`src/hw/rtl/ilt_pkg.sv`:
```
// Shared types and constants for the indentation level tracker.
// Holds the request and response payloads, status codes, controller states
// and the command and flag bundles between controller and datapath.
`default_nettype none

package ilt_pkg;

   // Fixed field widths of the request and response payloads.
   localparam int COLUMN_WIDTH = 10;
   localparam int STATUS_WIDTH = 3;
   localparam int DEPTH_WIDTH  = 6;

   // Default sizes of the indentation stack.
   localparam int MAX_LEVELS_DEF  = 32;
   localparam int COLUMN_BITS_DEF = 10;

   // Result status codes.
   typedef enum logic [STATUS_WIDTH-1:0] {
      ST_OK             = 3'd0,
      ST_TOP_INDENTED   = 3'd1,
      ST_INCONSISTENT   = 3'd2,
      ST_DEPTH_EXCEEDED = 3'd3,
      ST_UNEXPECTED     = 3'd4
   } ilt_status_type;

   // Controller states.
   typedef enum logic [1:0] {
      S_IDLE,
      S_EVAL,
      S_SCAN
   } ilt_state_type;

   // One request: a source line.
   typedef struct packed {
      logic [COLUMN_WIDTH-1:0] column;
      logic                    opens_block;
   } ilt_req_type;

   // One response: status and new stack depth.
   typedef struct packed {
      logic [STATUS_WIDTH-1:0] status;
      logic [DEPTH_WIDTH-1:0]  depth;
   } ilt_rsp_type;

   // Commands from the controller to the datapath.
   typedef struct packed {
      logic           load;
      logic           push;
      logic           pop;
      logic           scan_init;
      logic           scan_step;
      logic           respond;
      ilt_status_type status;
   } ilt_cmd_type;

   // Flags from the datapath to the controller.
   typedef struct packed {
      logic empty;
      logic depth_one;
      logic full;
      logic col_is_one;
      logic col_eq_top;
      logic col_gt_top;
      logic opener;
      logic scan_eq;
      logic scan_lt;
      logic idx_zero;
   } ilt_flags_type;

endpackage

`default_nettype wire

```
`src/hw/rtl/ilt_ram.sv`:
```
// Generic single-write, single-read RAM with a registered read port.
// Stands alone; used for the column stack of the indentation tracker.
`default_nettype none

module ilt_ram #(
   parameter int WIDTH = 10,
   parameter int DEPTH = 32
) (
   input  wire logic                     clock,
   input  wire logic                     wr_en,
   input  wire logic [$clog2(DEPTH)-1:0] wr_addr,
   input  wire logic [WIDTH-1:0]         wr_data,
   input  wire logic [$clog2(DEPTH)-1:0] rd_addr,
   output logic      [WIDTH-1:0]         rd_data
);

   logic [WIDTH-1:0] mem_ff [DEPTH];
   logic [WIDTH-1:0] rd_data_ff;

   // Write port and registered read port.
   always_ff @(posedge clock) begin
      if (wr_en) begin
         mem_ff[wr_addr] <= wr_data;
      end
      rd_data_ff <= mem_ff[rd_addr];
   end

   assign rd_data = rd_data_ff;

endmodule

`default_nettype wire

```
`src/hw/rtl/ilt_datapath.sv`:
```
// Datapath of the indentation tracker: request registers, top-of-stack and
// depth registers, scan index, column stack RAM and response register.
// Depends on ilt_pkg and ilt_ram.
`default_nettype none

module ilt_datapath
   import ilt_pkg::*;
#(
   parameter int MAX_LEVELS  = MAX_LEVELS_DEF,
   parameter int COLUMN_BITS = COLUMN_BITS_DEF
) (
   input  wire logic          clock,
   input  wire logic          reset,
   input  wire ilt_req_type   req_data,
   input  wire ilt_cmd_type   cmd,
   output ilt_flags_type      flags,
   output ilt_rsp_type        rsp_data,
   output logic               rsp_strobe
);

   localparam int AW = $clog2(MAX_LEVELS);
   localparam int DW = $clog2(MAX_LEVELS + 1);

   logic [COLUMN_BITS-1:0] col_ff, col_in;
   logic                   opener_ff, opener_in;
   logic [COLUMN_BITS-1:0] top_ff, top_in;
   logic [DW-1:0]          depth_ff, depth_in;
   logic [AW-1:0]          idx_ff, idx_in;
   ilt_rsp_type            rsp_ff, rsp_in;
   logic                   rsp_strobe_ff, rsp_strobe_in;

   logic                   wr_en;
   logic [AW-1:0]          wr_addr;
   logic [AW-1:0]          rd_addr;
   logic [COLUMN_BITS-1:0] rd_data;
   logic [AW-1:0]          scan_start;

   // The scan starts at the entry just below the top.
   assign scan_start = AW'(depth_ff - DW'(2));

   // Next-state logic for the stack and request registers.
   always_comb begin
      col_in        = col_ff;
      opener_in     = opener_ff;
      top_in        = top_ff;
      depth_in      = depth_ff;
      idx_in        = idx_ff;
      wr_en         = 1'b0;
      wr_addr       = AW'(depth_ff);
      rsp_in        = rsp_ff;
      rsp_strobe_in = cmd.respond;

      if (cmd.load) begin
         col_in    = COLUMN_BITS'(req_data.column);
         opener_in = req_data.opens_block;
      end

      if (cmd.push) begin
         wr_en    = 1'b1;
         top_in   = col_ff;
         depth_in = depth_ff + DW'(1);
      end

      if (cmd.pop) begin
         top_in   = col_ff;
         depth_in = DW'(idx_ff) + DW'(1);
      end

      if (cmd.scan_init) begin
         idx_in = scan_start;
      end else if (cmd.scan_step) begin
         idx_in = idx_ff - AW'(1);
      end

      if (cmd.respond) begin
         rsp_in.status = cmd.status;
         rsp_in.depth  = DEPTH_WIDTH'(depth_in);
      end
   end

   // Read one entry ahead of the compare so the scan takes one entry a cycle.
   assign rd_addr = cmd.scan_init ? scan_start : idx_ff - AW'(1);

   // Control registers are reset; payload registers are not.
   always_ff @(posedge clock) begin
      if (reset) begin
         depth_ff      <= '0;
         rsp_strobe_ff <= 1'b0;
      end else begin
         depth_ff      <= depth_in;
         rsp_strobe_ff <= rsp_strobe_in;
      end
      col_ff    <= col_in;
      opener_ff <= opener_in;
      top_ff    <= top_in;
      idx_ff    <= idx_in;
      rsp_ff    <= rsp_in;
   end

   ilt_ram #(
      .WIDTH (COLUMN_BITS),
      .DEPTH (MAX_LEVELS)
   ) u_stack (
      .clock   (clock),
      .wr_en   (wr_en),
      .wr_addr (wr_addr),
      .wr_data (col_ff),
      .rd_addr (rd_addr),
      .rd_data (rd_data)
   );

   // Flags for the controller.
   always_comb begin
      flags.empty      = (depth_ff == '0);
      flags.depth_one  = (depth_ff == DW'(1));
      flags.full       = (depth_ff == DW'(MAX_LEVELS));
      flags.col_is_one = (col_ff == COLUMN_BITS'(1));
      flags.col_eq_top = (col_ff == top_ff);
      flags.col_gt_top = (col_ff > top_ff);
      flags.opener     = opener_ff;
      flags.scan_eq    = (rd_data == col_ff);
      flags.scan_lt    = (rd_data < col_ff);
      flags.idx_zero   = (idx_ff == '0);
   end

   assign rsp_data   = rsp_ff;
   assign rsp_strobe = rsp_strobe_ff;

endmodule

`default_nettype wire

```
`src/hw/rtl/ilt_controller.sv`:
```
// Controller of the indentation tracker: decides each line's outcome from
// the datapath flags and steps the dedent scan. Depends on ilt_pkg.
`default_nettype none

module ilt_controller
   import ilt_pkg::*;
(
   input  wire logic          clock,
   input  wire logic          reset,
   input  wire logic          start,
   input  wire ilt_flags_type flags,
   output logic               busy,
   output ilt_cmd_type        cmd
);

   ilt_state_type state_ff, state_in;

   // State register.
   always_ff @(posedge clock) begin
      if (reset) begin
         state_ff <= S_IDLE;
      end else begin
         state_ff <= state_in;
      end
   end

   // Next state and commands.
   always_comb begin
      state_in = state_ff;
      cmd      = '0;
      cmd.status = ST_OK;

      case (state_ff)
         S_IDLE: begin
            if (start) begin
               cmd.load = 1'b1;
               state_in = S_EVAL;
            end
         end

         S_EVAL: begin
            state_in    = S_IDLE;
            cmd.respond = 1'b1;
            if (flags.empty) begin
               // Only column one may open the top level.
               if (flags.col_is_one) begin
                  cmd.push = 1'b1;
               end else begin
                  cmd.status = ST_TOP_INDENTED;
               end
            end else if (flags.col_eq_top) begin
               cmd.status = ST_OK;
            end else if (flags.col_gt_top) begin
               // Full is checked before the block opener flag.
               if (flags.full) begin
                  cmd.status = ST_DEPTH_EXCEEDED;
               end else if (!flags.opener) begin
                  cmd.status = ST_UNEXPECTED;
               end else begin
                  cmd.push = 1'b1;
               end
            end else if (flags.depth_one) begin
               cmd.status = ST_INCONSISTENT;
            end else begin
               // Dedent: search the entries below the top.
               cmd.respond   = 1'b0;
               cmd.scan_init = 1'b1;
               state_in      = S_SCAN;
            end
         end

         S_SCAN: begin
            if (flags.scan_eq) begin
               cmd.pop     = 1'b1;
               cmd.respond = 1'b1;
               state_in    = S_IDLE;
            end else if (flags.scan_lt || flags.idx_zero) begin
               cmd.status  = ST_INCONSISTENT;
               cmd.respond = 1'b1;
               state_in    = S_IDLE;
            end else begin
               cmd.scan_step = 1'b1;
            end
         end

         default: begin
            state_in = S_IDLE;
         end
      endcase
   end

   assign busy = (state_ff != S_IDLE);

endmodule

`default_nettype wire

```
`src/hw/rtl/indentation_level_tracker_unit.sv`:
```
// Top level of the indentation level tracker.
// Joins the controller and the datapath; depends on ilt_pkg and submodules.
//
// Usage:
//   A request (one source line: start column and block-opener flag) is taken
//   on req_data at a rising edge where start is high and busy is low.
//   Each request gives exactly one response on rsp_data (status and new
//   stack depth), shown for one cycle with rsp_strobe high. The receiver
//   cannot stall; the response must be taken in that cycle.
//   A line that needs no dedent search keeps busy high for one cycle, and a
//   new line is taken only once busy is low again. A dedent searches the
//   stack RAM one entry per cycle from just below the top, through the
//   single read port of the column stack, and busy stays high meanwhile.
//   Reset empties the stack (depth zero) and returns the controller to idle;
//   no clearing pass is needed, as only entries below the depth are read.
`default_nettype none

module indentation_level_tracker_unit
   import ilt_pkg::*;
#(
   parameter int MAX_LEVELS  = MAX_LEVELS_DEF,
   parameter int COLUMN_BITS = COLUMN_BITS_DEF
) (
   input  wire logic        clock,
   input  wire logic        reset,
   input  wire logic        start,
   output logic             busy,
   input  wire ilt_req_type req_data,
   output ilt_rsp_type      rsp_data,
   output logic             rsp_strobe
);

   ilt_cmd_type   cmd;
   ilt_flags_type flags;

   ilt_controller u_ctrl (
      .clock (clock),
      .reset (reset),
      .start (start),
      .flags (flags),
      .busy  (busy),
      .cmd   (cmd)
   );

   ilt_datapath #(
      .MAX_LEVELS  (MAX_LEVELS),
      .COLUMN_BITS (COLUMN_BITS)
   ) u_dp (
      .clock      (clock),
      .reset      (reset),
      .req_data   (req_data),
      .cmd        (cmd),
      .flags      (flags),
      .rsp_data   (rsp_data),
      .rsp_strobe (rsp_strobe)
   );

endmodule

`default_nettype wire
```
`config.mk`:
```
export PLATFORM = sky130hd
export DESIGN_NAME = indentation_level_tracker_unit
export DESIGN_NICKNAME = d
export VERILOG_FILES = /design/src/hw/rtl/ilt_pkg.sv /design/src/hw/rtl/ilt_ram.sv /design/src/hw/rtl/ilt_datapath.sv /design/src/hw/rtl/ilt_controller.sv /design/src/hw/rtl/indentation_level_tracker_unit.sv
export SDC_FILE = /design/constraint.sdc
export NUM_CORES = 1
export LEC_CHECK = 0
export ABC_AREA = 1
export BUFFER_PORTS_ARGS = -buffer_cell sky130_fd_sc_hd__buf_2
export CAP_MARGIN = 20
export CORE_MARGIN = 1.5
export CORE_UTILIZATION = 32
export DETAILED_ROUTE_END_ITERATION = 8
export HOLD_SLACK_MARGIN = 0.08
export PLACE_DENSITY = 0.49
export SLEW_MARGIN = 0
export SYNTH_ARGS = -nofsm -noshare
export SYNTH_HDL_FRONTEND = slang
export SYNTH_SLANG_ARGS = --single-unit
export TNS_END_PERCENT = 100
```
`constraint.sdc`:
```
create_clock -name clock -period 4.3 [get_ports clock]
set_clock_uncertainty 0.05 [all_clocks]
set_input_delay 0.215 -clock clock [delete_from_list [all_inputs] [get_ports clock]]
set_output_delay 0.215 -clock clock [all_outputs]
set_load 0.02 [all_outputs]
```
# Yosys cells after proc, flatten, opt, wreduce, memory -nomap -nowiden
# Memory sizes are Yosys's and may differ from the RTL's. A register that Yosys moved wholly into a read port is not among the register bits.
# Cells that the tools add are included.
[totals] ff_bits=44 ram_bits=320 output_inout_bits=11 word_cells=85 n_memories=1
[mem_list] memory="u_dp.u_stack.mem_ff" depth=32 width=10 read_ports=1 rd_ports_with_merged_regs=1 wr=1 line_no="ilt_ram.sv:17" rtl="logic [WIDTH-1:0] mem_ff [DEPTH];"
[classes] addsub=4 n_lt_le_gt_ge=2 n_eq_ne=9 mux=52 n_reduce_logical=8
[op_table] op="two-way mux 1 bit" n=28
[op_table] op="equality test 10 bit" n=2
[op_table] op="two-way mux 10 bit" n=2
[op_table] op="two-way mux 3 bit" n=6
[op_table] op="two-way mux 2 bit" n=8
[op_table] op="two-way mux 5 bit" n=3
[op_table] op="two-way mux 6 bit" n=2
[op_table] op="equality test 10 x 1 -> 1 bit (second input constant)" n=1
[op_table] op="greater-than comparator 10 bit" n=1
[op_table] op="less-than comparator 10 bit" n=1
[op_table] op="case mux 4 bit (2 select lines)" n=1
[op_table] op="adder 5 x 1 -> 6 bit (second input constant)" n=1
[op_table] op="adder 6 x 1 -> 6 bit (second input constant)" n=1
[op_table] op="equality test 6 x 1 -> 1 bit (second input constant)" n=1
[op_table] op="equality test 6 bit (second input constant)" n=1
[op_table] op="zero test 6 bit" n=1
[op_table] op="case mux 2 bit (3 select lines)" n=1
[op_table] op="nonzero test 2 bit" n=3
[op_table] op="zero test 5 bit" n=1
[op_table] op="subtractor 5 x 1 -> 5 bit (second input constant)" n=1
[op_table] op="subtractor 5 x 2 -> 5 bit (second input constant)" n=1
[op_table] op="two-way mux 4 bit" n=1
[op_table] op="!= test 3 x 2 -> 1 bit (second input constant)" n=1
[op_table] op="equality test 2 x 1 -> 1 bit (second input constant)" n=1
[op_table] op="other kinds (5)" n=5

# Depth between registers and ports, before layout
# Gate-level depths: netlist (run 1).
[depth] word_depth=9 mapped_depth=20 mapped_depth_nobuf=18

# Hierarchy
# A second synthesis (run 1) with hierarchy kept.
[unflattened] hier_cells=1440 hier_area_um2=16012.9
[modules_own_cells] mod="ilt_ram" instances=1 cells_each=1140 area_per_inst_um2=13330.3
[modules_own_cells] mod="ilt_datapath" instances=1 cells_each=244 area_per_inst_um2=2357.3
[modules_own_cells] mod="ilt_controller" instances=1 cells_each=56 area_per_inst_um2=325.3

# Worst setup path after synthesis (run 1)
# OpenSTA, ideal clock, no wires.
[synth_timing] kind="flip-flop to flip-flop" startpoint="register u_dp.col_ff[9]" endpoint="memory u_dp.u_stack.mem_ff[20][0] (enable)" setup_ps=376 arrival_ps=2714 required_ps=3874 path_slack_ps=1160 path_stages_with_launch=14 n_path_buf=0 cell_sequence="edfxtp_1 > ha_1 > nand2_1 > nor2_1 > inv_1 > a21oi_2 > nor2_4 > nor2_1 > nand3b_1 > nand2_1 > nand2_2 > clkinv_1 > nand2_1 > nor2_1"
[synth_between] elab_chain_cells=8
[synth_lines] element="start, declared" line_no="ilt_datapath.sv:24" rtl="logic [COLUMN_BITS-1:0] col_ff, col_in;"
[synth_lines] element="start signal, assigned" line_no="ilt_datapath.sv:93" rtl="col_ff <= col_in;"
[synth_lines] element="greater-than comparator 10 bit" line_no="ilt_datapath.sv:119" rtl="flags.col_gt_top = (col_ff > top_ff);"
[synth_lines] element="two-way mux 1 bit" line_no="ilt_controller.sv:53" rtl="end else if (flags.col_gt_top) begin"
[synth_lines] element="two-way mux 1 bit" line_no="ilt_controller.sv:51" rtl="end else if (flags.col_eq_top) begin"
[synth_lines] element="two-way mux 1 bit *" line_no="ilt_controller.sv:44" rtl="if (flags.empty) begin"
[synth_lines] element="two-way mux 1 bit *" line_no="ilt_controller.sv:33" rtl="case (state_ff)"
[synth_lines] element="two-way mux 1 bit *" line_no="ilt_datapath.sv:58" rtl="if (cmd.push) begin"
[synth_lines] element="two-way mux 1 bit *" line_no="ilt_ram.sv:22" rtl="if (wr_en) begin"
[synth_lines] element="two-way mux 1 bit (implied by the code) *" line_no="ilt_ram.sv:23" rtl="mem_ff[wr_addr] <= wr_data;"
[synth_lines] element="end, declared" line_no="ilt_ram.sv:17"
# Mark *: on every way between the ends. The rest lies on a longest branch, timed or not.

# Worst setup path after layout (run 1)
[layout_timing] startpoint="register u_dp.col_ff[7]" endpoint="register u_dp.u_stack.rd_data_ff[2], in the netlist u_dp.u_stack.rd_data[2], read port of u_dp.u_stack.mem_ff"
[layout_between] elab_chain_cells=6
[layout_lines] element="greater-than comparator 10 bit" line_no="ilt_datapath.sv:119"
[layout_lines] element="two-way mux 1 bit" line_no="ilt_controller.sv:53"
[layout_lines] element="two-way mux 1 bit *" line_no="ilt_controller.sv:51"
[layout_lines] element="two-way mux 1 bit *" line_no="ilt_controller.sv:44"
[layout_lines] element="two-way mux 1 bit *" line_no="ilt_controller.sv:33"
[layout_lines] element="two-way mux 5 bit *" line_no="ilt_datapath.sv:82" rtl="assign rd_addr = cmd.scan_init ? scan_start : idx_ff - AW'(1);"
[layout_lines] element="end, declared" line_no="ilt_ram.sv:18" rtl="logic [WIDTH-1:0] rd_data_ff;"
# Marks and branches as above.
# A chain may end at the register's enable or synchronous reset.

==> results.sh, run 1 <==
export IMPL_hold_viol=0
export IMPL_root_buffer="clkbuf_16"
export IMPL_async_flop_share_pct=0
export IMPL_power_frac_comb_pct=7.4
export IMPL_grt_pass1_wl_mm=73.35
export IMPL_grt_max_degree=82
export IMPL_multi_input_area_um2=4339
export IMPL_setup_viol=0
export IMPL_critical_path_class="register to register"
export IMPL_seqPwrFrac_pct=48.3
export IMPL_clkPwrFrac_pct=44.3
export IMPL_p_leak_nw=8.522
export IMPL_ys_ff_latch=374
export IMPL_grt_pass1_vias=11591
export IMPL_grt_setup_unrepaired="false"
export IMPL_drc=0
export IMPL_ys_types=35
export IMPL_cts_resized=0
export IMPL_timing_rr_end="u_dp.u_stack.rd_data[2]$_DFF_P_"
export IMPL_viasPerCell=4.714
export IMPL_hold_path_class="input port to register"
export IMPL_fin_crit_sh_pct=83.32
export IMPL_crit_path_start="u_dp.col_ff[7]$_DFFE_PP_"
export IMPL_routedWlPerCell_um=19.68
export IMPL_layout_setup_ws_ps=717.1
export IMPL_rows=84
export IMPL_drv_slew=0
export IMPL_postCtsHoldBufs=14
export IMPL_syn_inst=1688
export IMPL_fp_dieW_um=234.3
export IMPL_start_kind="register"
export IMPL_io_pins=25
export IMPL_power_w=0.008449
export IMPL_critPathCapture="u_dp.u_stack.rd_data[2]$_DFF_P_"
export IMPL_p_int_w=0.006498
export IMPL_dpl_worst_slack_ps=783.3
export IMPL_hpwl_mm=30.80
export IMPL_cts_tree="built"
export IMPL_gp_congestion=0.8327
export IMPL_synth_main_ff_cell="edfxtp_1"
export IMPL_syn_to_final_growth_pct=15.95
export IMPL_coreArea_um2=52660
export IMPL_cp_common_cell="nand2_1"
export IMPL_fin_nets=1809
export IMPL_relSlewSlack_pct=38.35
export IMPL_cp_max_fo=21
export IMPL_yosys_warnings=0
export IMPL_synth_fp_nets=1733
export IMPL_p_per_area_nw_per_um2=425.8
export IMPL_cp_arrival_ps=4050
export IMPL_initial_utilization_pct=32.50
export IMPL_grt_overflow=0
export IMPL_groute_usage_overall_pct=18.18
export IMPL_avgSynthCellArea_um2=10.14
export IMPL_required_ps=4760
export IMPL_cts_max_level=2
export IMPL_irDropWorstVdd_v=0.0002966
export IMPL_slowest_delay_ps=640
export IMPL_cts_sinks=374
export IMPL_outcome="finished clean"
export IMPL_cap_violations=0
export IMPL_die_h_um=234.3
export IMPL_clockBufferDepth=3
export IMPL_synth_edf_count=355
export IMPL_vias=11710
export IMPL_syn_cell_area_um2=17110
export IMPL_routed_wl_mm=48.90
export IMPL_nFillCells=5237
export IMPL_instances_no_fill=2484
export IMPL_cts_setup_buffers=0
export IMPL_clk_latency_ps=570
export IMPL_fin_setup_tns_ps=0
export IMPL_ys_seq_area_share_pct=64.52
export IMPL_cts_made_buffers=44
export IMPL_antenna_found_initial=1
export IMPL_path_clk_slew_ps=50
export IMPL_placed_cells=2391
export IMPL_rrSetupSlack_ps=720
export IMPL_p_sw_w=0.001951
export IMPL_r2r_cells=16
export IMPL_p_sw_share_pct=23.09
export IMPL_worstReg2RegStart="u_dp.col_ff[7]$_DFFE_PP_"
export IMPL_drt_iter0_drc=893
export IMPL_num_antenna_cells=0
export IMPL_drive_gt1_share_pct=9.243
export IMPL_worst_pin_slew_ps=923.4
export IMPL_port_buffers=24
export IMPL_crit_path_end_kind="register"
export IMPL_max_freq_mhz=279.1
export IMPL_drtPass1Iterations=5
export IMPL_dieArea_um2=54870
export IMPL_cpMaxStageDelayCell="inv_1"
export IMPL_whs_ps=317.6
export IMPL_worstPathCellList="ha_1, nand2_1, nor2_1, nand3b_1, nand2_1, inv_2, nand3_4, inv_1, nand2_1, o21ai_1, buf_4, inv_1, nand3_1, nand2_1, nand2_1, nand2_1"
export IMPL_fin_crit_ps=3583
export IMPL_route_antenna_remaining_nets=0
export IMPL_regArea_um2=11040
-- worst max-delay path: cells and delay by family, from the launching register on --
family / cells / cell delay, ps
AND/OR/NAND/NOR: 10 / 1370
buffers and inverters: 4 / 1100
adder cells (fa/ha/maj): 1 / 370
flip-flops: 1 / 550
AO/OA/AOI/OAI: 1 / 70
-- cell usage in the layout (no fill, tap or decap), drive strengths merged --
cell type and instances:
nor4 2, nor3 5, o21ai 15, clkbuf 57
nand2 374, xnor2 2, clkinv 14, xor2 5
nand3 337, or2 2, o31ai 1, a211oi 3
nor2b 1, clkinvlp 1, inv 357, dfxtp 19
nor2 47, buf 92, dlygate4sd3 14, nand3b 32
o211ai 2, nand4 7, ha 31, a21oi 13
a31oi 2, bufinv 6, edfxtp 355
-- sequential cells by signal, indices dropped and copies added (netlist names) --
name,flops
u_ctrl.state_ff,2
u_dp.col_ff,10
u_dp.depth_ff,6
u_dp.idx_ff,5
u_dp.opener_ff,1
u_dp.rsp_data,9
u_dp.rsp_strobe,1
u_dp.top_ff,10
u_dp.u_stack.mem_ff,320
u_dp.u_stack.rd_data,10
-- power groups by stage --
| stage | Sequential [W] | Clock (W) | Combinational (W) |
|---|---|---|---|
| after floorplan | 0.00419 | 0 | 0.000309 |
| after global placement | 0.00416 | 0 | 0.000616 |
| after detailed placement | 0.00416 | 0 | 0.000618 |
| after CTS | 0.00408 | 0.00382 | 0.000631 |
| after global routing | 0.00408 | 0.00395 | 0.000683 |
| final | 0.00408 | 0.00374 | 0.000624 |
-- synthesized netlist by cell type (3+ instances only) --
library cell | number | area [µm²]
xor2_1 | 5 | 43.79
nand2_1 | 371 | 1393
dfxtp_1 | 19 | 380.4
clkbuf_1 | 22 | 82.58
nand4_1 | 7 | 43.79
buf_4 | 8 | 60.06
a211oi_1 | 3 | 22.52
buf_2 | 36 | 180.2
o21ai_0 | 11 | 55.05
a21oi_1 | 12 | 60.06
edfxtp_1 | 355 | 10660
nand2_2 | 3 | 18.77
o21ai_2 | 3 | 26.28
nor2_1 | 45 | 168.9
nand3_1 | 336 | 1682
ha_1 | 31 | 387.9
nand3b_1 | 32 | 240.2
inv_1 | 354 | 1329
buf_6 | 9 | 101.4
nor3_1 | 5 | 25.02
-- stage by stage --
stage | cell area, µm² | util [%]
6_report | 19840 | 37.68
5_1_grt | 19840 | 37.68
4_1_cts | 19830 | 37.67
3_5_place_dp | 18270 | 34.69
3_3_place_gp | 18270 | 34.69
2_1_floorplan | 17110 | -
-- cell type report --
cell class	count	area share, %
Sequential cell	374	55.64
Multi-Input combinational cell	881	21.87
Inverter	357	6.754
Clock buffer	57	5.902
Tap cell	688	4.339
Timing Repair Buffer	106	4.200
Clock inverter	21	1.293
-- worst min path at each step --
stage                          endpoint         from  depth (start not counted)
2_1_floorplan  u_dp.col_ff[0]$_DFFE_PP_  req_data[1]                          0
3_3_place_gp   u_dp.opener_ff$_DFFE_PP_  req_data[0]                          1
3_5_place_dp   u_dp.col_ff[7]$_DFFE_PP_  req_data[8]                          1
4_1_cts        u_dp.col_ff[8]$_DFFE_PP_  req_data[9]                          2
5_1_grt        u_dp.col_ff[8]$_DFFE_PP_  req_data[9]                          2
6_report       u_dp.col_ff[8]$_DFFE_PP_  req_data[9]                          2
-- routing by layer --
metal	GRT usage [%]	up-vias	share of wire, %
met5	0	-	0
met4	4.688	0	2.3
met3	3.076	67	5.4
met2	29.54	311	47
met1	25.10	5675	46
li1	-	5657	-
-- cells by family (layout without fill, tap and decap cells) --
kind of cell,Yosys count,count (layout),synth area share (%)
AO/OA/AOI/OAI,36,36,1.243
buffers and inverters,433,541,10.33
flip-flops,374,374,64.52
XOR/XNOR,7,7,0.3583
AND/OR/NAND/NOR,807,807,21.28
adder cells (fa/ha/maj),31,31,2.267
(Power assumes the default switching activity.)
==> inputs of run 2 (changes only) <==
--- a/config.mk
+++ b/config.mk
@@ -12,7 +12,7 @@
 export CORE_UTILIZATION = 32
 export DETAILED_ROUTE_END_ITERATION = 8
 export HOLD_SLACK_MARGIN = 0.08
-export PLACE_DENSITY = 0.49
+export PLACE_DENSITY = 0.51
 export SLEW_MARGIN = 0
 export SYNTH_ARGS = -nofsm -noshare
 export SYNTH_HDL_FRONTEND = slang
==> constraint.sdc (replaced) <==
create_clock -name clock -period 2.9 [get_ports clock]
set_clock_uncertainty 0.05 [all_clocks]
set_input_delay 0.145 -clock clock [delete_from_list [all_inputs] [get_ports clock]]
set_output_delay 0.145 -clock clock [all_outputs]
set_load 0.02 [all_outputs]
==> results.sh, run 2 (synthesized netlist as in run 1, its figures left out) <==
export IMPL_hold_path_class="input port to register"
export IMPL_drv_slew=0
export IMPL_cts_sinks=374
export IMPL_placed_cells=2435
export IMPL_dieArea_um2=54870
export IMPL_grt_setup_unrepaired="true"
export IMPL_r2r_cells=13
export IMPL_slowest_delay_ps=450
export IMPL_timing_rr_end="u_dp.u_stack.rd_data[1]$_DFF_P_"
export IMPL_die_h_um=234.3
export IMPL_grt_busiest_layer="met2"
export IMPL_setup_viol=0
export IMPL_cts_made_buffers=43
export IMPL_irDropWorstVdd_v=0.0004091
export IMPL_crit_path_end_kind="register"
export IMPL_gp_congestion=0.8393
export IMPL_cap_violations=0
export IMPL_critical_path_class="register to register"
export IMPL_fin_nets=1874
export IMPL_drt_iter0_drc=929
export IMPL_cp_arrival_ps=3280
export IMPL_route_antenna_remaining_nets=0
export IMPL_drive_gt1_share_pct=16.33
export IMPL_routedWlPerCell_um=19.46
export IMPL_groute_usage_overall_pct=17.79
export IMPL_port_buffers=24
export IMPL_use_met2_pct=29.16
export IMPL_drc=0
export IMPL_top_register="u_dp.u_stack.mem_ff"
export IMPL_worstReg2RegStart="u_dp.col_ff[5]$_DFFE_PP_"
export IMPL_dpl_cell_area_um2=19160
export IMPL_whs_endpoint="u_dp.col_ff[4]$_DFFE_PP_"
export IMPL_largest_reg_flops=320
export IMPL_drtPass1Iterations=5
export IMPL_coreArea_um2=52660
export IMPL_start_kind="register"
export IMPL_instances_no_fill=2551
export IMPL_rows=84
export IMPL_root_buffer="clkbuf_16"
export IMPL_cp_max_fo=11
export IMPL_grt_pass1_vias=11711
export IMPL_min_from="req_data[5]"
export IMPL_cp_common_cell="nand2_1"
export IMPL_cpMaxStageDelayCell="edfxtp_1"
export IMPL_final_area_um2=21270
export IMPL_p_per_area_nw_per_um2=582.6
export IMPL_viasPerCell=4.716
export IMPL_layout_common_cells="358 x nand2_1, 355 x edfxtp_1, 352 x inv_1"
export IMPL_path_clk_slew_ps=60
export IMPL_grt_max_degree=51
export IMPL_clockBufferDepth=3
export IMPL_p_leak_nw=9.073
export IMPL_worstPathCellList="ha_4, nand2_1, nor2_2, nand3b_1, nand2_1, inv_2, nand3_4, clkinvlp_4, buf_4, o21ai_0, inv_1, nand2_1, nand2_1"
export IMPL_routed_wl_mm=49.64
export IMPL_max_freq_mhz=348.6
export IMPL_holdPathStages=2
export IMPL_grt_util_met3_pct=3.259
export IMPL_fin_crit_sh_pct=98.92
export IMPL_cts_max_level=2
export IMPL_crit_path_start="u_dp.col_ff[5]$_DFFE_PP_"
export IMPL_cts_tree="built"
export IMPL_grt_pass1_wl_mm=72.28
export IMPL_hpwl_mm=30.00
export IMPL_io_pins=25
export IMPL_outcome="finished clean"
export IMPL_fp_dieW_um=234.3
export IMPL_initial_utilization_pct=32.50
export IMPL_grtUsageMet1_pct=23.93
export IMPL_vias=12030
export IMPL_fin_crit_ps=2869
export IMPL_relSlewSlack_pct=61.71
export IMPL_required_ps=3310
export IMPL_syn_to_final_growth_pct=24.32
export IMPL_antenna_found_initial=1
export IMPL_grt_overflow=0
export IMPL_hold_viol=0
export IMPL_layout_commonest_cell="nand2_1"
export IMPL_worst_pin_slew_ps=574.4
export IMPL_clk_latency_ps=580
export IMPL_rrSetupSlack_ps=30
-- run 2: cell types whose count changed in the layout (fill, tap and decap cells not counted), moves of 6 or more --
cell	before	now
buf_12	5	43
nor2_1	45	18
nand3_1	336	311
nand3_2	0	25
nor2_2	0	23
nand2_1	370	358
buf_4	63	74
nand2_2	2	13
buf_6	0	6
clkbuf_16	45	51
-- run 2: how the worst max path moves through the flow --
stage / to / slack [ps] / depth (start not counted)
CTS: u_dp.u_stack.rd_data[7]$_DFF_P_ / -10 / 17
global route: u_dp.u_stack.rd_data[1]$_DFF_P_ / -80 / 13
floorplan: u_dp.u_stack.mem_ff[19][0]$_DFFE_PP_ / -230 / 13
detailed placement: u_dp.u_stack.rd_data[5]$_DFF_P_ / -4 / 17
finish: u_dp.u_stack.rd_data[1]$_DFF_P_ / 30 / 13
global placement: u_dp.u_stack.rd_data[5]$_DFF_P_ / -10 / 17
-- run 2: metal layers --
| metal | vias to the layer above | routed length, µm | part of all wire [%] |
|---|---|---|---|
| met5 | - | 0 | 0 |
| met3 | 75 | 2543 | 5.1 |
| met4 | 0 | 1246 | 2.5 |
| li1 | 5800 | - | - |
| met1 | 5839 | 22160 | 45 |
| met2 | 316 | 23690 | 48 |
-- run 2: power breakdown --
part | switching [W] | internal, W | total, W
Sequential | 0.0000329 | 0.00601 | 0.00605
Combinational | 0.000743 | 0.000363 | 0.00111
Clock | 0.00217 | 0.00307 | 0.00524
-- run 2: cell type report --
type                       count  area (µm²)
sequential                   374       11040
clock buffer                  54        1149
inverter                     357        1344
fill                        5053       31380
multi-input combinational    881        4651
tap                          688       860.8
clock inverter                24       203.9
timing repair buffer         172        2022
antenna                        1       2.502
-- run 2: through the flow --
| stage | utilization, % | hold WS, ps | worst slack [ps] | total power [W] | setup TNS, ps |
|---|---|---|---|---|---|
| 3_3_place_gp | 36.39 | 271.0 | -9.568 | 0.007123 | -20.57 |
| 3_5_place_dp | 36.39 | 274.6 | -4.383 | 0.007130 | -5.742 |
| 5_1_grt | 40.40 | 209.1 | -82.06 | 0.01282 | -3374 |
| 2_1_floorplan | - | 193.9 | -231.5 | 0.006671 | -60910 |
| 6_report | 40.40 | 229.6 | 31.33 | 0.01239 | 0 |
| 4_1_cts | 39.35 | 194.2 | -10.55 | 0.01241 | -23.56 |
-- run 2: critical path, delay by kind of cell (launching register included) --
kind	cells	cell delay (ps)
flip-flops	1	450
adder cells (fa/ha/maj)	1	300
AND/OR/NAND/NOR	7	870
AO/OA/AOI/OAI	1	340
buffers and inverters	4	740
-- run 2: repair_timing --
item                                    in CTS  in global routing
resized for setup                            3                 60
endpoints found under the setup margin       7                297
buffers inserted                             1                 14
pin swaps                                    1                 11
gates cloned                                 2                  7
hold endpoints to repair                    22                  0
hold buffers                                13                  0
==> inputs of run 3 (changes only) <==
--- a/config.mk
+++ b/config.mk
@@ -10,11 +10,14 @@
 export CAP_MARGIN = 20
 export CORE_MARGIN = 1.5
 export CORE_UTILIZATION = 32
+export CTS_BUF_LIST = sky130_fd_sc_hd__clkbuf_8
 export DETAILED_ROUTE_END_ITERATION = 8
+export GPL_ROUTABILITY_DRIVEN = 0
 export HOLD_SLACK_MARGIN = 0.08
 export PLACE_DENSITY = 0.51
 export SLEW_MARGIN = 0
 export SYNTH_ARGS = -nofsm -noshare
 export SYNTH_HDL_FRONTEND = slang
+export SYNTH_HIERARCHICAL = 1
 export SYNTH_SLANG_ARGS = --single-unit
 export TNS_END_PERCENT = 100
==> results.sh, run 3 <==
export IMPL_r2r_cells=23
export IMPL_yosys_warnings=6
export IMPL_crit_path_start="u_dp/col_ff[7]$_DFFE_PP_"
export IMPL_wl_met1_mm=19.80
export IMPL_grt_pass1_wl_mm=67.36
export IMPL_p_per_area_nw_per_um2=556.6
export IMPL_die_h_um=226.7
export IMPL_min_from="req_data[6]"
export IMPL_cap_violations=0
export IMPL_grt_setup_unrepaired="true"
export IMPL_wl_met3_mm=1.981
export IMPL_viasPerCell=4.765
export IMPL_fin_nets=1685
export IMPL_fin_crit_ps=3037
export IMPL_cts_sinks=374
export IMPL_grt_max_degree=36
export IMPL_grt_overflow=0
export IMPL_max_freq_mhz=329.2
export IMPL_largest_reg_flops=320
export IMPL_fin_crit_sh_pct=104.7
export IMPL_setup_viol=10
export IMPL_path_clk_slew_ps=70
export IMPL_routed_wl_mm=43.99
export IMPL_synth_edf_count=355
export IMPL_power_w=0.01176
export IMPL_synth_main_ff_cell="edfxtp_1"
export IMPL_cp_max_fo=9
export IMPL_initial_utilization_pct=32.58
export IMPL_relSlewSlack_pct=61.49
export IMPL_io_pins=25
export IMPL_syn_to_final_growth_pct=31.95
export IMPL_root_buffer="clkbuf_8"
export IMPL_cts_max_level=3
export IMPL_whs_endpoint="u_dp/col_ff[5]$_DFFE_PP_"
export IMPL_clockBufferDepth=3
export IMPL_dr_wl_met2_mm=21.36
export IMPL_synth_fp_nets=1485
export IMPL_cp_arrival_ps=3480
export IMPL_synth_commonest_cells="509 x nand2_1, 355 x edfxtp_1, 268 x nand3_1"
export IMPL_multi_input_area_um2=5142
export IMPL_fp_dieW_um=226.7
export IMPL_port_buffers=24
export IMPL_dpl_worst_slack_ps=-291.6
export IMPL_start_kind="register"
export IMPL_p_leak_nw=8.103
export IMPL_ys_ff_latch=374
export IMPL_drive_gt1_share_pct=26.97
export IMPL_async_flop_share_pct=0
export IMPL_required_ps=3350
export IMPL_crit_path_end_kind="register"
export IMPL_cts_tree="built"
export IMPL_drv_slew=0
export IMPL_worst_pin_slew_ps=576.1
export IMPL_irDropWorstVdd_v=0.0003429
export IMPL_worstReg2RegStart="u_dp/col_ff[7]$_DFFE_PP_"
export IMPL_holdPathStages=2
export IMPL_regArea_um2=11040
export IMPL_antenna_found_initial=0
export IMPL_yosysMostFrequentCell="nand2_1"
export IMPL_avgSynthCellArea_um2=11.12
export IMPL_critical_path_class="register to register"
export IMPL_layout_setup_ws_ps=-137.2
export IMPL_coreArea_um2=49150
export IMPL_top_register="u_dp/u_stack/mem_ff"
export IMPL_ys_types=39
export IMPL_outcome="finished with violations"
export IMPL_groute_usage_overall_pct=17.56
export IMPL_synth_top_area_share_pct=66.57
export IMPL_drt_iter0_drc=672
export IMPL_syn_inst=1440
export IMPL_grt_pass1_vias=11433
export IMPL_yosysTopAreaCell="edfxtp_1"
export IMPL_layout_commonest_cell="nand2_1"
export IMPL_cts_made_buffers=66
export IMPL_placed_cells=2195
export IMPL_drc=0
export IMPL_highest_layer="met4"
export IMPL_nFillCells=4544
export IMPL_hpwl_mm=25.96
export IMPL_drtPass1Iterations=5
export IMPL_hold_path_class="input port to register"
export IMPL_syn_cell_area_um2=16010
export IMPL_instances_no_fill=2351
export IMPL_num_antenna_cells=0
export IMPL_routedWlPerCell_um=18.71
export IMPL_vias=11203
export IMPL_whs_ps=219.0
export IMPL_synth_area_leaders="edfxtp_1 67%, nand2_1 12%, nand3_1 8.4%"
export IMPL_hold_viol=0
export IMPL_clk_latency_ps=600
export IMPL_dieArea_um2=51390
export IMPL_route_antenna_remaining_nets=0
export IMPL_layout_common_cells="458 x nand2_1, 355 x edfxtp_1, 206 x nand3_1"
export IMPL_rows=81
export IMPL_rrSetupSlack_ps=-140
export IMPL_violations="negative setup slack"
export IMPL_timing_rr_end="u_dp/u_stack/rd_data[0]$_DFF_P_"
export IMPL_final_util_pct=42.99
export IMPL_ys_seq_area_share_pct=68.95
run 3: cell count changes after synthesis, moves of 4 or more:
cell / previous run / this run
buf_4: 8 / 14
nand3_1: 336 / 268
nor2_1: 45 / 56
nand2_1: 371 / 509
clkbuf_1: 22 / 18
inv_1: 354 / 69
buf_2: 36 / 21
nand3b_1: 32 / 0
run 3: power breakdown:
group | switching [W] | internal, W | total, W | leakage [nW]
clock network | 0.00208 | 0.00239 | 0.00447 | 0.695
registers | 0.0000311 | 0.00606 | 0.00609 | 3.36
logic | 0.000773 | 0.000426 | 0.00120 | 4.05
total | 0.00289 | 0.00887 | 0.0118 | 8.10
run 3: final cells by class:
| type | count | share of cell area (%) |
|---|---|---|
| Sequential cell | 374 | 52.25 |
| Timing Repair inverter | 1 | 0.02961 |
| Clock buffer | 73 | 4.755 |
| Inverter | 74 | 1.415 |
| Clock inverter | 42 | 0.9356 |
| Multi-Input combinational cell | 923 | 24.34 |
| Tap cell | 664 | 3.932 |
| Timing Repair Buffer | 200 | 12.34 |
run 3: cell families after synthesis:
family          synth area share [%]
xor+xnor                      0.2735
compound gates                 1.172
simple gates                   22.71
flops                          68.95
buf+inv                        4.477
fa+ha+maj                      2.422
run 3: worst max-delay path, stage by stage (launching register included):
cell,delay (ps)
edfxtp_1,430
ha_4,310
nand2_4,50
nor2_4,140
a21boi_2,190
nor2_2,60
nor2_4,130
nor2_4,50
nand2_2,100
nor2_4,60
buf_6,120
o21ai_4,130
buf_12,190
inv_16,70
buf_12,150
buf_12,140
nand2_1,70
nand3_2,60
nand3_2,100
nand2_2,60
nand2_1,50
nand2_1,60
nand2_1,80
nand2_1,60
run 3: metrics by stage:
step / area, µm² / TNS, ps
6_report: 21130 / -1148
3_5_place_dp: 18600 / -2179
3_3_place_gp: 18600 / -2464
4_1_cts: 20840 / -1129
2_1_floorplan: 16350 / -61490
5_1_grt: 21130 / -16950
run 3: layer usage:
metal / GRT usage (%) / vias to the layer above
met2: 28.75 / 256
met3: 2.812 / 61
li1: - / 5358
met5: 0 / -
met4: 6.215 / 0
met1: 23.54 / 5528
run 3: timing repair:
action	4_1_cts	5_1_grt
setup buffers	16	5
pin swaps	70	34
endpoints found under the setup margin	10	357
resized for setup	133	52
hold endpoints to repair	31	0
hold buffers	13	0
cloned	9	2
run 3: worst max path at each step:
stage / end
2_1_floorplan: u_dp/u_stack/rd_data[0]$_DFF_P_
3_3_place_gp: u_dp/u_stack/rd_data[3]$_DFF_P_
3_5_place_dp: u_dp/u_stack/rd_data[5]$_DFF_P_
4_1_cts: u_dp/u_stack/rd_data[0]$_DFF_P_
5_1_grt: u_dp/u_stack/rd_data[9]$_DFF_P_
6_report: u_dp/u_stack/rd_data[0]$_DFF_P_
